File: src/hw/rtl/drc_pkg.sv
// ----------------------------------------------------------------------------
// drc_pkg
// Shared constants, types and register codes of the damage rectangle
// coalescer.
// ----------------------------------------------------------------------------
package drc_pkg;

  localparam int MAX_TILES = 16;
  localparam int IDX_W     = (MAX_TILES > 1) ? $clog2(MAX_TILES) : 1;
  localparam int CNT_W     = $clog2(MAX_TILES + 1);
  localparam int CRD_W     = 15;
  localparam int BOX_W     = 4 * CRD_W;

  localparam int APB_AW    = 5;
  localparam int APB_DW    = 32;

  localparam logic [7:0] GROW_MARGIN_RST = 8'd30;

  // Register indexes (byte address divided by four).
  localparam logic [2:0] REG_AREA_LEFT   = 3'd0;
  localparam logic [2:0] REG_AREA_TOP    = 3'd1;
  localparam logic [2:0] REG_AREA_RIGHT  = 3'd2;
  localparam logic [2:0] REG_AREA_BOTTOM = 3'd3;
  localparam logic [2:0] REG_GROW_MARGIN = 3'd4;
  localparam logic [2:0] REG_CAPTURE_EN  = 3'd5;

  // Inclusive tile edges.
  typedef struct packed {
    logic [CRD_W-1:0] l;
    logic [CRD_W-1:0] t;
    logic [CRD_W-1:0] r;
    logic [CRD_W-1:0] b;
  } box_t;

  typedef struct packed {
    logic [CRD_W-1:0] area_left;
    logic [CRD_W-1:0] area_top;
    logic [CRD_W-1:0] area_right;
    logic [CRD_W-1:0] area_bottom;
    logic [7:0]       grow_margin;
    logic             capture_enable;
  } cfg_t;

  typedef struct packed {
    logic        func;
    logic [15:0] rect_x;
    logic [15:0] rect_y;
    logic [15:0] rect_width;
    logic [15:0] rect_height;
  } in_t;

  typedef struct packed {
    logic [CRD_W-1:0] tile_x;
    logic [CRD_W-1:0] tile_y;
    logic [15:0]      tile_width;
    logic [15:0]      tile_height;
    logic             tile_valid;
    logic             last_tile;
    logic             store_overflowed;
  } tile_t;

  // Controller to datapath.
  typedef struct packed {
    logic             load_in;
    logic             clip;
    logic [IDX_W-1:0] rd_addr;
    logic             wr_en;
    logic [IDX_W-1:0] wr_addr;
    logic             wr_merge;
    logic             fl_clamp;
    logic             fl_fmt;
    logic             fl_empty;
    logic             last;
    logic             ovf;
  } cmd_t;

  // Datapath to controller.
  typedef struct packed {
    logic func;
    logic keep;
    logic hit;
  } sts_t;

endpackage

File: src/hw/rtl/drc_if.sv
// ----------------------------------------------------------------------------
// drc_in_if / drc_out_if
// Valid/ready channels carrying damage requests and coalesced tiles.
// ----------------------------------------------------------------------------
interface drc_in_if;
  logic        valid;
  logic        ready;
  logic        func;
  logic signed [15:0] rect_x;
  logic signed [15:0] rect_y;
  logic [15:0] rect_width;
  logic [15:0] rect_height;

  modport source (output valid, func, rect_x, rect_y, rect_width, rect_height,
                  input ready);
  modport sink (input valid, func, rect_x, rect_y, rect_width, rect_height,
                output ready);
endinterface

interface drc_out_if;
  logic        valid;
  logic        ready;
  logic [14:0] tile_x;
  logic [14:0] tile_y;
  logic [15:0] tile_width;
  logic [15:0] tile_height;
  logic        tile_valid;
  logic        last_tile;
  logic        store_overflowed;

  modport source (output valid, tile_x, tile_y, tile_width, tile_height, tile_valid,
                  last_tile, store_overflowed, input ready);
  modport sink (input valid, tile_x, tile_y, tile_width, tile_height, tile_valid,
                last_tile, store_overflowed, output ready);
endinterface

File: src/hw/rtl/drc_ram.sv
// ----------------------------------------------------------------------------
// drc_ram
// Generic single-write, single-read RAM with registered read data.
// ----------------------------------------------------------------------------
module drc_ram #(
  parameter int WIDTH = 8,
  parameter int DEPTH = 16
) (
  input  logic                                          clk,
  input  logic                                          we,
  input  logic [((DEPTH > 1) ? $clog2(DEPTH) : 1)-1:0]  waddr,
  input  logic [WIDTH-1:0]                              wdata,
  input  logic [((DEPTH > 1) ? $clog2(DEPTH) : 1)-1:0]  raddr,
  output logic [WIDTH-1:0]                              rdata
);

  logic [WIDTH-1:0] mem [DEPTH];

  always_ff @(posedge clk) begin
    if (we) begin
      mem[waddr] <= wdata;
    end
    rdata <= mem[raddr];
  end

endmodule

File: src/hw/rtl/drc_dp.sv
// ----------------------------------------------------------------------------
// drc_dp
// Datapath: request register, clipping, tile store, overlap test and merge,
// and flush formatting into the result register.
// ----------------------------------------------------------------------------
module drc_dp (
  input  logic          clk,
  input  drc_pkg::in_t  in_data,
  input  drc_pkg::cfg_t cfg,
  input  drc_pkg::cmd_t cmd,
  output drc_pkg::sts_t sts,
  output drc_pkg::tile_t tile
);
  import drc_pkg::*;

  in_t        in_r;
  box_t       rect_r;
  logic       keep_r;
  logic [CRD_W-1:0] cl_r, ct_r, cr_r, cb_r;
  tile_t      tile_r;

  logic [BOX_W-1:0] rdata_raw;
  logic [BOX_W-1:0] wdata_raw;
  box_t       rd;
  box_t       merged;

  logic signed [17:0] xl, xr, yt, yb, al, ar, at, ab;
  logic       keep_nxt;
  box_t       clip_nxt;

  logic signed [16:0] gl, gt;
  logic [15:0] gr, gb;
  logic [CRD_W-1:0] cl_nxt, ct_nxt, cr_nxt, cb_nxt;

  assign rd = box_t'(rdata_raw);

  // Clip of the incoming rectangle against the capture area.
  always_comb begin
    xl = {{2{in_r.rect_x[15]}}, in_r.rect_x};
    yt = {{2{in_r.rect_y[15]}}, in_r.rect_y};
    xr = xl + $signed({2'b00, in_r.rect_width}) - 18'sd1;
    yb = yt + $signed({2'b00, in_r.rect_height}) - 18'sd1;
    al = $signed({3'b000, cfg.area_left});
    ar = $signed({3'b000, cfg.area_right});
    at = $signed({3'b000, cfg.area_top});
    ab = $signed({3'b000, cfg.area_bottom});
    keep_nxt = (in_r.rect_width != '0) && (in_r.rect_height != '0) &&
               (ar >= al) && (ab >= at) &&
               (xl <= ar) && (al <= xr) && (yt <= ab) && (at <= yb);
    clip_nxt.l = (xl > al) ? xl[CRD_W-1:0] : cfg.area_left;
    clip_nxt.t = (yt > at) ? yt[CRD_W-1:0] : cfg.area_top;
    clip_nxt.r = (xr < ar) ? xr[CRD_W-1:0] : cfg.area_right;
    clip_nxt.b = (yb < ab) ? yb[CRD_W-1:0] : cfg.area_bottom;
  end

  // Overlap of the clipped rectangle with the tile just read, and their union.
  always_comb begin
    sts.func = in_r.func;
    sts.keep = keep_r;
    sts.hit  = (rect_r.l <= rd.r) && (rd.l <= rect_r.r) &&
               (rect_r.t <= rd.b) && (rd.t <= rect_r.b);
    merged.l = (rd.l < rect_r.l) ? rd.l : rect_r.l;
    merged.t = (rd.t < rect_r.t) ? rd.t : rect_r.t;
    merged.r = (rd.r > rect_r.r) ? rd.r : rect_r.r;
    merged.b = (rd.b > rect_r.b) ? rd.b : rect_r.b;
    wdata_raw = cmd.wr_merge ? merged : rect_r;
  end

  // Flush: grow by the margin and clamp to the area. Results stay in range.
  always_comb begin
    gl = $signed({2'b00, rd.l}) - $signed({9'b0, cfg.grow_margin});
    gt = $signed({2'b00, rd.t}) - $signed({9'b0, cfg.grow_margin});
    gr = {1'b0, rd.r} + {8'b0, cfg.grow_margin};
    gb = {1'b0, rd.b} + {8'b0, cfg.grow_margin};
    cl_nxt = (gl > $signed({2'b00, cfg.area_left})) ? gl[CRD_W-1:0] : cfg.area_left;
    ct_nxt = (gt > $signed({2'b00, cfg.area_top}))  ? gt[CRD_W-1:0] : cfg.area_top;
    cr_nxt = (gr < {1'b0, cfg.area_right})  ? gr[CRD_W-1:0] : cfg.area_right;
    cb_nxt = (gb < {1'b0, cfg.area_bottom}) ? gb[CRD_W-1:0] : cfg.area_bottom;
  end

  drc_ram #(
    .WIDTH (BOX_W),
    .DEPTH (MAX_TILES)
  ) u_store (
    .clk   (clk),
    .we    (cmd.wr_en),
    .waddr (cmd.wr_addr),
    .wdata (wdata_raw),
    .raddr (cmd.rd_addr),
    .rdata (rdata_raw)
  );

  always_ff @(posedge clk) begin
    if (cmd.load_in) begin
      in_r <= in_data;
    end
    if (cmd.clip) begin
      rect_r <= clip_nxt;
      keep_r <= keep_nxt;
    end
    if (cmd.fl_clamp) begin
      cl_r <= cl_nxt;
      ct_r <= ct_nxt;
      cr_r <= cr_nxt;
      cb_r <= cb_nxt;
    end
    if (cmd.fl_fmt) begin
      tile_r.tile_x      <= cl_r - cfg.area_left;
      tile_r.tile_y      <= ct_r - cfg.area_top;
      tile_r.tile_width  <= (cr_r >= cl_r) ? ({1'b0, cr_r} - {1'b0, cl_r} + 16'd1) : 16'd0;
      tile_r.tile_height <= (cb_r >= ct_r) ? ({1'b0, cb_r} - {1'b0, ct_r} + 16'd1) : 16'd0;
      tile_r.tile_valid  <= 1'b1;
      tile_r.last_tile   <= cmd.last;
      tile_r.store_overflowed <= cmd.ovf;
    end else if (cmd.fl_empty) begin
      tile_r.tile_x      <= '0;
      tile_r.tile_y      <= '0;
      tile_r.tile_width  <= '0;
      tile_r.tile_height <= '0;
      tile_r.tile_valid  <= 1'b0;
      tile_r.last_tile   <= 1'b1;
      tile_r.store_overflowed <= cmd.ovf;
    end
  end

  assign tile = tile_r;

endmodule

File: src/hw/rtl/drc_ctrl.sv
// ----------------------------------------------------------------------------
// drc_ctrl
// Controller: sequences clipping, the in-order scan of the tile store, and
// the flush walk; owns the tile count, the overflow flag and the handshakes.
// ----------------------------------------------------------------------------
module drc_ctrl (
  input  logic          clk,
  input  logic          rst_n,
  input  drc_pkg::cfg_t cfg,
  input  logic          in_valid,
  output logic          in_ready,
  output logic          out_valid,
  input  logic          out_ready,
  input  drc_pkg::sts_t sts,
  output drc_pkg::cmd_t cmd
);
  import drc_pkg::*;

  typedef enum logic [3:0] {
    ST_IDLE,
    ST_DECODE,
    ST_SCAN_START,
    ST_SCAN,
    ST_FL_RD,
    ST_FL_CLAMP,
    ST_FL_FMT,
    ST_FL_OUT,
    ST_EMPTY_OUT
  } state_t;

  state_t           state_r, state_nxt;
  logic [CNT_W-1:0] count_r, count_nxt;
  logic [CNT_W-1:0] rd_idx_r, rd_idx_nxt;
  logic [IDX_W-1:0] chk_idx_r, chk_idx_nxt;
  logic             chk_vld_r, chk_vld_nxt;
  logic             ovf_r, ovf_nxt;
  logic             out_valid_r, out_valid_nxt;
  logic [CNT_W-1:0] last_idx;
  logic             is_last;

  assign last_idx  = count_r - CNT_W'(1);
  assign is_last   = (rd_idx_r == last_idx);
  assign in_ready  = (state_r == ST_IDLE);
  assign out_valid = out_valid_r;

  always_comb begin
    state_nxt     = state_r;
    count_nxt     = count_r;
    rd_idx_nxt    = rd_idx_r;
    chk_idx_nxt   = chk_idx_r;
    chk_vld_nxt   = 1'b0;
    ovf_nxt       = ovf_r;
    out_valid_nxt = out_valid_r;

    cmd          = '0;
    cmd.rd_addr  = rd_idx_r[IDX_W-1:0];
    cmd.ovf      = ovf_r;
    cmd.last     = is_last;

    case (state_r)
      ST_IDLE: begin
        cmd.load_in = in_valid;
        if (in_valid) begin
          state_nxt = ST_DECODE;
        end
      end
      ST_DECODE: begin
        cmd.clip = 1'b1;
        if (sts.func) begin
          if (!cfg.capture_enable || (count_r == '0)) begin
            cmd.fl_empty  = 1'b1;
            out_valid_nxt = 1'b1;
            state_nxt     = ST_EMPTY_OUT;
          end else begin
            rd_idx_nxt = '0;
            state_nxt  = ST_FL_RD;
          end
        end else begin
          state_nxt = ST_SCAN_START;
        end
      end
      ST_SCAN_START: begin
        if (!sts.keep) begin
          state_nxt = ST_IDLE;
        end else if (count_r == '0) begin
          cmd.wr_en   = 1'b1;
          cmd.wr_addr = '0;
          count_nxt   = CNT_W'(1);
          state_nxt   = ST_IDLE;
        end else begin
          rd_idx_nxt = '0;
          state_nxt  = ST_SCAN;
        end
      end
      ST_SCAN: begin
        // Reads are issued one ahead of the compare on the returned tile.
        if (rd_idx_r < count_r) begin
          rd_idx_nxt  = rd_idx_r + CNT_W'(1);
          chk_vld_nxt = 1'b1;
          chk_idx_nxt = rd_idx_r[IDX_W-1:0];
        end
        if (chk_vld_r) begin
          if (sts.hit) begin
            cmd.wr_en    = 1'b1;
            cmd.wr_addr  = chk_idx_r;
            cmd.wr_merge = 1'b1;
            state_nxt    = ST_IDLE;
          end else if (chk_idx_r == last_idx[IDX_W-1:0]) begin
            cmd.wr_en = 1'b1;
            if (count_r < CNT_W'(MAX_TILES)) begin
              cmd.wr_addr = count_r[IDX_W-1:0];
              count_nxt   = count_r + CNT_W'(1);
            end else begin
              // Store full: the tile just read is the last one, merge into it.
              cmd.wr_addr  = IDX_W'(MAX_TILES - 1);
              cmd.wr_merge = 1'b1;
              ovf_nxt      = 1'b1;
            end
            state_nxt = ST_IDLE;
          end
        end
      end
      ST_FL_RD: begin
        state_nxt = ST_FL_CLAMP;
      end
      ST_FL_CLAMP: begin
        cmd.fl_clamp = 1'b1;
        state_nxt    = ST_FL_FMT;
      end
      ST_FL_FMT: begin
        cmd.fl_fmt    = 1'b1;
        out_valid_nxt = 1'b1;
        state_nxt     = ST_FL_OUT;
      end
      ST_FL_OUT: begin
        if (out_ready) begin
          out_valid_nxt = 1'b0;
          if (is_last) begin
            count_nxt = '0;
            ovf_nxt   = 1'b0;
            state_nxt = ST_IDLE;
          end else begin
            rd_idx_nxt = rd_idx_r + CNT_W'(1);
            state_nxt  = ST_FL_RD;
          end
        end
      end
      ST_EMPTY_OUT: begin
        if (out_ready) begin
          out_valid_nxt = 1'b0;
          if (cfg.capture_enable) begin
            ovf_nxt = 1'b0;
          end
          state_nxt = ST_IDLE;
        end
      end
      default: begin
        state_nxt = ST_IDLE;
      end
    endcase
  end

  always_ff @(posedge clk) begin
    if (!rst_n) begin
      state_r     <= ST_IDLE;
      count_r     <= '0;
      rd_idx_r    <= '0;
      chk_idx_r   <= '0;
      chk_vld_r   <= 1'b0;
      ovf_r       <= 1'b0;
      out_valid_r <= 1'b0;
    end else begin
      state_r     <= state_nxt;
      count_r     <= count_nxt;
      rd_idx_r    <= rd_idx_nxt;
      chk_idx_r   <= chk_idx_nxt;
      chk_vld_r   <= chk_vld_nxt;
      ovf_r       <= ovf_nxt;
      out_valid_r <= out_valid_nxt;
    end
  end

endmodule

File: src/hw/rtl/damage_rect_coalescer_core.sv
// ----------------------------------------------------------------------------
// damage_rect_coalescer_core
// Coalesces screen damage rectangles into a small tile store and hands the
// grown, clamped tiles out on a flush.
//
//   Channel  Direction  Handshake                   Carries
//   in_ch    in         valid/ready                 func, rect_x/y, width/height
//   out_ch   out        valid/ready                 one tile or empty result
//   APB      in         psel/penable/pwrite/pready  capture area, margin, enable
//
// An add compares the clipped rectangle with the stored tiles in turn: the store
// is a one-read-port RAM scanned one tile per cycle. A dropped rectangle or one
// going into an empty store skips the scan. A flush passes a decode state, then
// reads, clamps, formats and hands out each tile, waiting as long as the sink
// stalls; the tile store RAM and a single result register set these steps.
// One item is worked on at a time. Reset is synchronous and needs no clearing
// pass: only tiles below the count are ever read.
// ----------------------------------------------------------------------------
module damage_rect_coalescer_core (
  input  logic                          clk,
  input  logic                          rst_n,
  drc_in_if.sink                        in_ch,
  drc_out_if.source                     out_ch,
  input  logic                          psel,
  input  logic                          penable,
  input  logic                          pwrite,
  input  logic [drc_pkg::APB_AW-1:0]    paddr,
  input  logic [drc_pkg::APB_DW-1:0]    pwdata,
  output logic [drc_pkg::APB_DW-1:0]    prdata,
  output logic                          pready
);
  import drc_pkg::*;

  cfg_t       cfg_r;
  in_t        in_data;
  cmd_t       cmd;
  sts_t       sts;
  tile_t      tile;
  logic [2:0] reg_idx;
  logic       wr_xfer;

  assign reg_idx = paddr[4:2];
  assign wr_xfer = psel && penable && pwrite;
  assign pready  = 1'b1;

  always_ff @(posedge clk) begin
    if (!rst_n) begin
      cfg_r.area_left      <= '0;
      cfg_r.area_top       <= '0;
      cfg_r.area_right     <= '0;
      cfg_r.area_bottom    <= '0;
      cfg_r.grow_margin    <= GROW_MARGIN_RST;
      cfg_r.capture_enable <= 1'b0;
    end else if (wr_xfer) begin
      case (reg_idx)
        REG_AREA_LEFT:   cfg_r.area_left      <= pwdata[CRD_W-1:0];
        REG_AREA_TOP:    cfg_r.area_top       <= pwdata[CRD_W-1:0];
        REG_AREA_RIGHT:  cfg_r.area_right     <= pwdata[CRD_W-1:0];
        REG_AREA_BOTTOM: cfg_r.area_bottom    <= pwdata[CRD_W-1:0];
        REG_GROW_MARGIN: cfg_r.grow_margin    <= pwdata[7:0];
        REG_CAPTURE_EN:  cfg_r.capture_enable <= pwdata[0];
        default: ;
      endcase
    end
  end

  always_comb begin
    case (reg_idx)
      REG_AREA_LEFT:   prdata = APB_DW'(cfg_r.area_left);
      REG_AREA_TOP:    prdata = APB_DW'(cfg_r.area_top);
      REG_AREA_RIGHT:  prdata = APB_DW'(cfg_r.area_right);
      REG_AREA_BOTTOM: prdata = APB_DW'(cfg_r.area_bottom);
      REG_GROW_MARGIN: prdata = APB_DW'(cfg_r.grow_margin);
      REG_CAPTURE_EN:  prdata = APB_DW'(cfg_r.capture_enable);
      default:         prdata = '0;
    endcase
  end

  assign in_data.func        = in_ch.func;
  assign in_data.rect_x      = in_ch.rect_x;
  assign in_data.rect_y      = in_ch.rect_y;
  assign in_data.rect_width  = in_ch.rect_width;
  assign in_data.rect_height = in_ch.rect_height;

  drc_ctrl u_ctrl (
    .clk       (clk),
    .rst_n     (rst_n),
    .cfg       (cfg_r),
    .in_valid  (in_ch.valid),
    .in_ready  (in_ch.ready),
    .out_valid (out_ch.valid),
    .out_ready (out_ch.ready),
    .sts       (sts),
    .cmd       (cmd)
  );

  drc_dp u_dp (
    .clk     (clk),
    .in_data (in_data),
    .cfg     (cfg_r),
    .cmd     (cmd),
    .sts     (sts),
    .tile    (tile)
  );

  assign out_ch.tile_x           = tile.tile_x;
  assign out_ch.tile_y           = tile.tile_y;
  assign out_ch.tile_width       = tile.tile_width;
  assign out_ch.tile_height      = tile.tile_height;
  assign out_ch.tile_valid       = tile.tile_valid;
  assign out_ch.last_tile        = tile.last_tile;
  assign out_ch.store_overflowed = tile.store_overflowed;

endmodule
File: src/flat_wrapper.sv
// flat-port wrapper written by rule: the top's interface ports become plain ports
module damage_rect_coalescer_core_flat import drc_pkg::*;
  (clk, rst_n, psel, penable, pwrite, paddr, pwdata, prdata, pready, in_ch_valid, in_ch_func, in_ch_rect_x, in_ch_rect_y, in_ch_rect_width, in_ch_rect_height, in_ch_ready, out_ch_valid, out_ch_tile_x, out_ch_tile_y, out_ch_tile_width, out_ch_tile_height, out_ch_tile_valid, out_ch_last_tile, out_ch_store_overflowed, out_ch_ready);
  drc_in_if in_ch_i ();
  drc_out_if out_ch_i ();
  input  logic clk;
  input  logic rst_n;
  input  logic psel;
  input  logic penable;
  input  logic pwrite;
  input  logic [drc_pkg::APB_AW-1:0] paddr;
  input  logic [drc_pkg::APB_DW-1:0] pwdata;
  output logic [drc_pkg::APB_DW-1:0] prdata;
  output logic pready;
  input wire logic [$bits(in_ch_i.valid)-1:0] in_ch_valid;
  input wire logic [$bits(in_ch_i.func)-1:0] in_ch_func;
  input wire logic [$bits(in_ch_i.rect_x)-1:0] in_ch_rect_x;
  input wire logic [$bits(in_ch_i.rect_y)-1:0] in_ch_rect_y;
  input wire logic [$bits(in_ch_i.rect_width)-1:0] in_ch_rect_width;
  input wire logic [$bits(in_ch_i.rect_height)-1:0] in_ch_rect_height;
  output wire logic [$bits(in_ch_i.ready)-1:0] in_ch_ready;
  output wire logic [$bits(out_ch_i.valid)-1:0] out_ch_valid;
  output wire logic [$bits(out_ch_i.tile_x)-1:0] out_ch_tile_x;
  output wire logic [$bits(out_ch_i.tile_y)-1:0] out_ch_tile_y;
  output wire logic [$bits(out_ch_i.tile_width)-1:0] out_ch_tile_width;
  output wire logic [$bits(out_ch_i.tile_height)-1:0] out_ch_tile_height;
  output wire logic [$bits(out_ch_i.tile_valid)-1:0] out_ch_tile_valid;
  output wire logic [$bits(out_ch_i.last_tile)-1:0] out_ch_last_tile;
  output wire logic [$bits(out_ch_i.store_overflowed)-1:0] out_ch_store_overflowed;
  input wire logic [$bits(out_ch_i.ready)-1:0] out_ch_ready;
  assign in_ch_i.valid = in_ch_valid;
  assign in_ch_i.func = in_ch_func;
  assign in_ch_i.rect_x = in_ch_rect_x;
  assign in_ch_i.rect_y = in_ch_rect_y;
  assign in_ch_i.rect_width = in_ch_rect_width;
  assign in_ch_i.rect_height = in_ch_rect_height;
  assign in_ch_ready = in_ch_i.ready;
  assign out_ch_valid = out_ch_i.valid;
  assign out_ch_tile_x = out_ch_i.tile_x;
  assign out_ch_tile_y = out_ch_i.tile_y;
  assign out_ch_tile_width = out_ch_i.tile_width;
  assign out_ch_tile_height = out_ch_i.tile_height;
  assign out_ch_tile_valid = out_ch_i.tile_valid;
  assign out_ch_last_tile = out_ch_i.last_tile;
  assign out_ch_store_overflowed = out_ch_i.store_overflowed;
  assign out_ch_i.ready = out_ch_ready;
  damage_rect_coalescer_core u_core (.clk(clk), .rst_n(rst_n), .in_ch(in_ch_i), .out_ch(out_ch_i), .psel(psel), .penable(penable), .pwrite(pwrite), .paddr(paddr), .pwdata(pwdata), .prdata(prdata), .pready(pready));
endmodule
File: config.mk
export PLATFORM = sky130hd
export DESIGN_NAME = damage_rect_coalescer_core_flat
export DESIGN_NICKNAME = d
export VERILOG_FILES = /design/src/hw/rtl/drc_pkg.sv /design/src/hw/rtl/drc_if.sv /design/src/hw/rtl/drc_ram.sv /design/src/hw/rtl/drc_dp.sv /design/src/hw/rtl/drc_ctrl.sv /design/src/hw/rtl/damage_rect_coalescer_core.sv /design/src/flat_wrapper.sv
export SDC_FILE = /design/constraint.sdc
export NUM_CORES = 2
export LEC_CHECK = 0
export ABC_AREA = 0
export BUFFER_PORTS_ARGS = -buffer_cell sky130_fd_sc_hd__buf_2
export CORE_UTILIZATION = 56
export DETAILED_ROUTE_END_ITERATION = 12
export GPL_TIMING_DRIVEN = 1
export HOLD_SLACK_MARGIN = 0.02
export PLACE_DENSITY = 0.73
export SYNTH_ARGS = -nofsm -noshare
export SYNTH_HDL_FRONTEND = slang
export SYNTH_SLANG_ARGS = --single-unit
File: constraint.sdc
create_clock -name clk -period 10.8 [get_ports clk]
set_input_delay 1.62 -clock clk [delete_from_list [all_inputs] [get_ports clk]]
set_output_delay 1.62 -clock clk [all_outputs]
set_load 0.01 [all_outputs]
==> metrics <==
Post-CTS Hold Buffers 0; HP Start u_core.u_dp.tile[2]; deepest clock path buffer count 3; Max-Cap Viols 0; Via-to-Cell Ratio 6.25; Setup crit end kind register; max-slew violation count 0; nets 5,427; insertion delay to the later sink of the worst-skew pair 0.78 ns; Syn Area/Cell 14.6 µm²; most frequent cells in the layout edfxtp_1 (1,210), ha_1 (514), inv_1 (425); Buf/Inv on CP 2; H-tree Lvls 4; via count 40,200; fill count 8,444; Arr. time, crit path 6.18 ns; Starting DRT DRC Count 4,494; HP Class reg2reg; Post-synth EDFFs 1,210; Row Count 126; CP max FO 25; CP Class reg2reg; Min-Delay Endpoint u_core.u_dp.tile[2]; Clock Pin Slew Worst Setup and Hold Paths 0.06 ns; shortest period the worst path allows 5.82 ns; Root Driver clkbuf_16; slew margin rel. 0.0642; critical path depth 12; most common cell after layout, fill and taps aside edfxtp_1; TritonRoute pass-1 iters 5; yosys warns 0; Leak 26.7 nW; status finished, final reports clean; die height 347 µm; Clock Sink Count 1,361; post-placement cell count 6,175; post_cts resized 0; io pins 209; GPL Wtd Cong 0.950; Req. time, crit path 11.16 ns; Die ar. 120,000 µm²; Pwr Density 222 nW/µm²; dominant cell type by area after synthesis edfxtp_1; critical path, cell by cell ha_1 -> a21oi_1 -> o21ai_1 -> a21o_1 -> a2111oi_0 -> a21oi_1 -> a2111oi_4 -> buf_4 -> o21ai_1 -> nor4_4 -> buf_4 -> mux2i_1; CTS tree done; sequential-to-total area share from yosys stat 0.591; Area contributors post-synth edfxtp_1 (55%), mux4_2 (10%), ha_1 (9.7%); Slew @ Worst Pin 1.36 ns; total negative slack 0 ns; Register Area 39,400 µm²; Yosys top cell area share 0.546; antenna violations before repair 2; RSZ-0062 raised after global routing no; synthesized cell area 66,600 µm²; async set or reset register ratio after synthesis 0; input/output buffers 171; WL final 171,000 µm; first-pass GRT wire length 254,000 µm; Num CTS Buffers 139; hold_ws 0.453 ns; pre-CTS setup slack 5.19 ns; WL per Instance 26.6 µm; All-Layer GR Usage 0.285; Detailed Place HPWL 110,000 µm; Crit path max-delay family compound AO/OA/AOI/OAI gates; Layout Utilization 0.627; Initial Util 0.564; Netlist cell types 86; Layout Cells excl Fill 6,431; slowest CP cell mux2i_1; DR DRC count 0; reg2reg setup slack 4.98 ns; Worst Hold Depth 2; min setup slack post-route 4.98 ns; crit share post-route 0.539; post-synthesis cell count 4,548; multi-input combinational cell area 25,200 µm²; number of synthesized register bits 1,361; Max Fclk 172 MHz; postcts setup bufs 0; Layout area overhead 11.2%; worst reg2reg endpoint u_core.u_dp.u_store.mem[8][9]; slowest stage delay, CP 1.11 ns; Setup Viol. Count Final 0; startpoint types register; final hold violation count 0; ratio of cells with drive above 1 in the final layout 0.179; largest net degree at the start of global routing 155; global route overflow 0; Core Footprint 118,000 µm²; Max VDD drop 199 µV; Reg2Reg Launch Point u_core.u_dp.rect_r[38]; vias in the first global route 39,900; antenna-violating nets left 0; die width 347 µm; Worst Skew 0.0289 ns; Synth Flop Type edfxtp_1; Register-to-Register Path Depth 12
==> how the worst max path moves through the flow <==
stage          slack [ns]                     start                               to
6_report             4.98    u_core.u_dp.rect_r[38]    u_core.u_dp.u_store.mem[8][9]
5_1_grt              4.82    u_core.u_dp.rect_r[40]  u_core.u_dp.u_store.mem[11][12]
4_1_cts              5.15    u_core.u_dp.rect_r[38]    u_core.u_dp.u_store.mem[8][9]
3_5_place_dp         5.19    u_core.u_dp.rect_r[38]   u_core.u_dp.u_store.mem[1][12]
3_3_place_gp         5.29    u_core.u_dp.rect_r[38]  u_core.u_dp.u_store.mem[10][12]
2_1_floorplan        3.11  u_core.u_ctrl.state_r[0]              u_core.u_dp.tile[0]
==> flip-flops by register name, indices dropped and copies added (netlist names), 60 cells and up <==
register	count
u_core.u_dp.tile	65
u_core.u_dp.u_store.mem	960
u_core.cfg_r	69
u_core.u_dp.u_store.rdata	60
u_core.u_dp.in_r	64
u_core.u_dp.rect_r	60
==> power breakdown <==
part           internal [mW]  total (mW)  switching, mW
Combinational           1.87        4.59           2.72
Clock                   2.81        4.86           2.05
Sequential              6.53        6.98          0.451
==> per-layer routing <==
| layer | vias to the layer above | GRT usage | routed length (µm) |
|---|---|---|---|
| li1 | 17800 | - | - |
| met1 | 20100 | 0.390 | 68700 |
| met2 | 1968 | 0.467 | 82000 |
| met3 | 306 | 0.0475 | 14800 |
| met4 | 2 | 0.0967 | 5430 |
| met5 | - | 0 | 13 |
==> layout make-up <==
class / count / area share
flip-flops and latches: 1361 / 0.532
multi-input cells: 2633 / 0.341
clock buffers: 186 / 0.0519
well taps: 1536 / 0.0260
inverters: 426 / 0.0216
repair buffers: 219 / 0.0166
clock inverters: 69 / 0.0109
diodes: 1 / 0.0000338
==> cells in the mapped netlist (13+ instances only) <==
library cell	n
edfxtp_1	1210
ha_1	514
inv_1	425
mux4_2	307
nand2_1	239
a21oi_1	235
nor2_1	200
dfxtp_1	151
o21ai_0	128
mux2i_1	110
clkbuf_1	96
xnor2_1	94
mux2_2	84
nor2b_1	65
a21o_1	56
nand3_1	49
nand4_1	46
nor3_1	42
xor2_1	37
o21a_1	33
nand2b_1	31
nor4_1	27
a31oi_1	26
fa_1	24
buf_1	22
and3_1	21
o211ai_1	21
o21bai_1	21
buf_4	20
a211oi_1	19
o31ai_1	16
or2_2	15
nor3b_1	14
a2111oi_0	13
==> per-stage QoR <==
| stage | power (mW) | instance area (µm²) |
|---|---|---|
| after floorplan | 10.1 | 66600 |
| after global placement | 11.4 | 69300 |
| after detailed placement | 11.5 | 69300 |
| after CTS | 16.4 | 74000 |
| after global routing | 17.2 | 74000 |
| final | 16.4 | 74000 |
==> logic make-up after synthesis <==
| logic type | count (synthesis) | share of synthesized area |
|---|---|---|
| multiplexers | 503 | 0.135 |
| AO/OA/AOI/OAI | 651 | 0.0614 |
| flip-flops | 1361 | 0.591 |
| buffers and inverters | 570 | 0.0336 |
| adder cells (fa/ha/maj) | 538 | 0.104 |
| XOR/XNOR | 131 | 0.0172 |
| other | 2 | 0.000113 |
| AND/OR/NAND/NOR | 792 | 0.0574 |
==> worst reg2reg max path: stages (launching register included) <==
cell       delay [ns]
edfxtp_1         0.49
ha_1             0.35
a21oi_1          0.13
o21ai_1          0.07
a21o_1           0.17
a2111oi_0        0.56
a21oi_1          0.34
a2111oi_4        0.39
buf_4            0.33
o21ai_1          0.38
nor4_4           0.76
buf_4            0.32
mux2i_1          1.11
(Power assumes the default switching activity.)
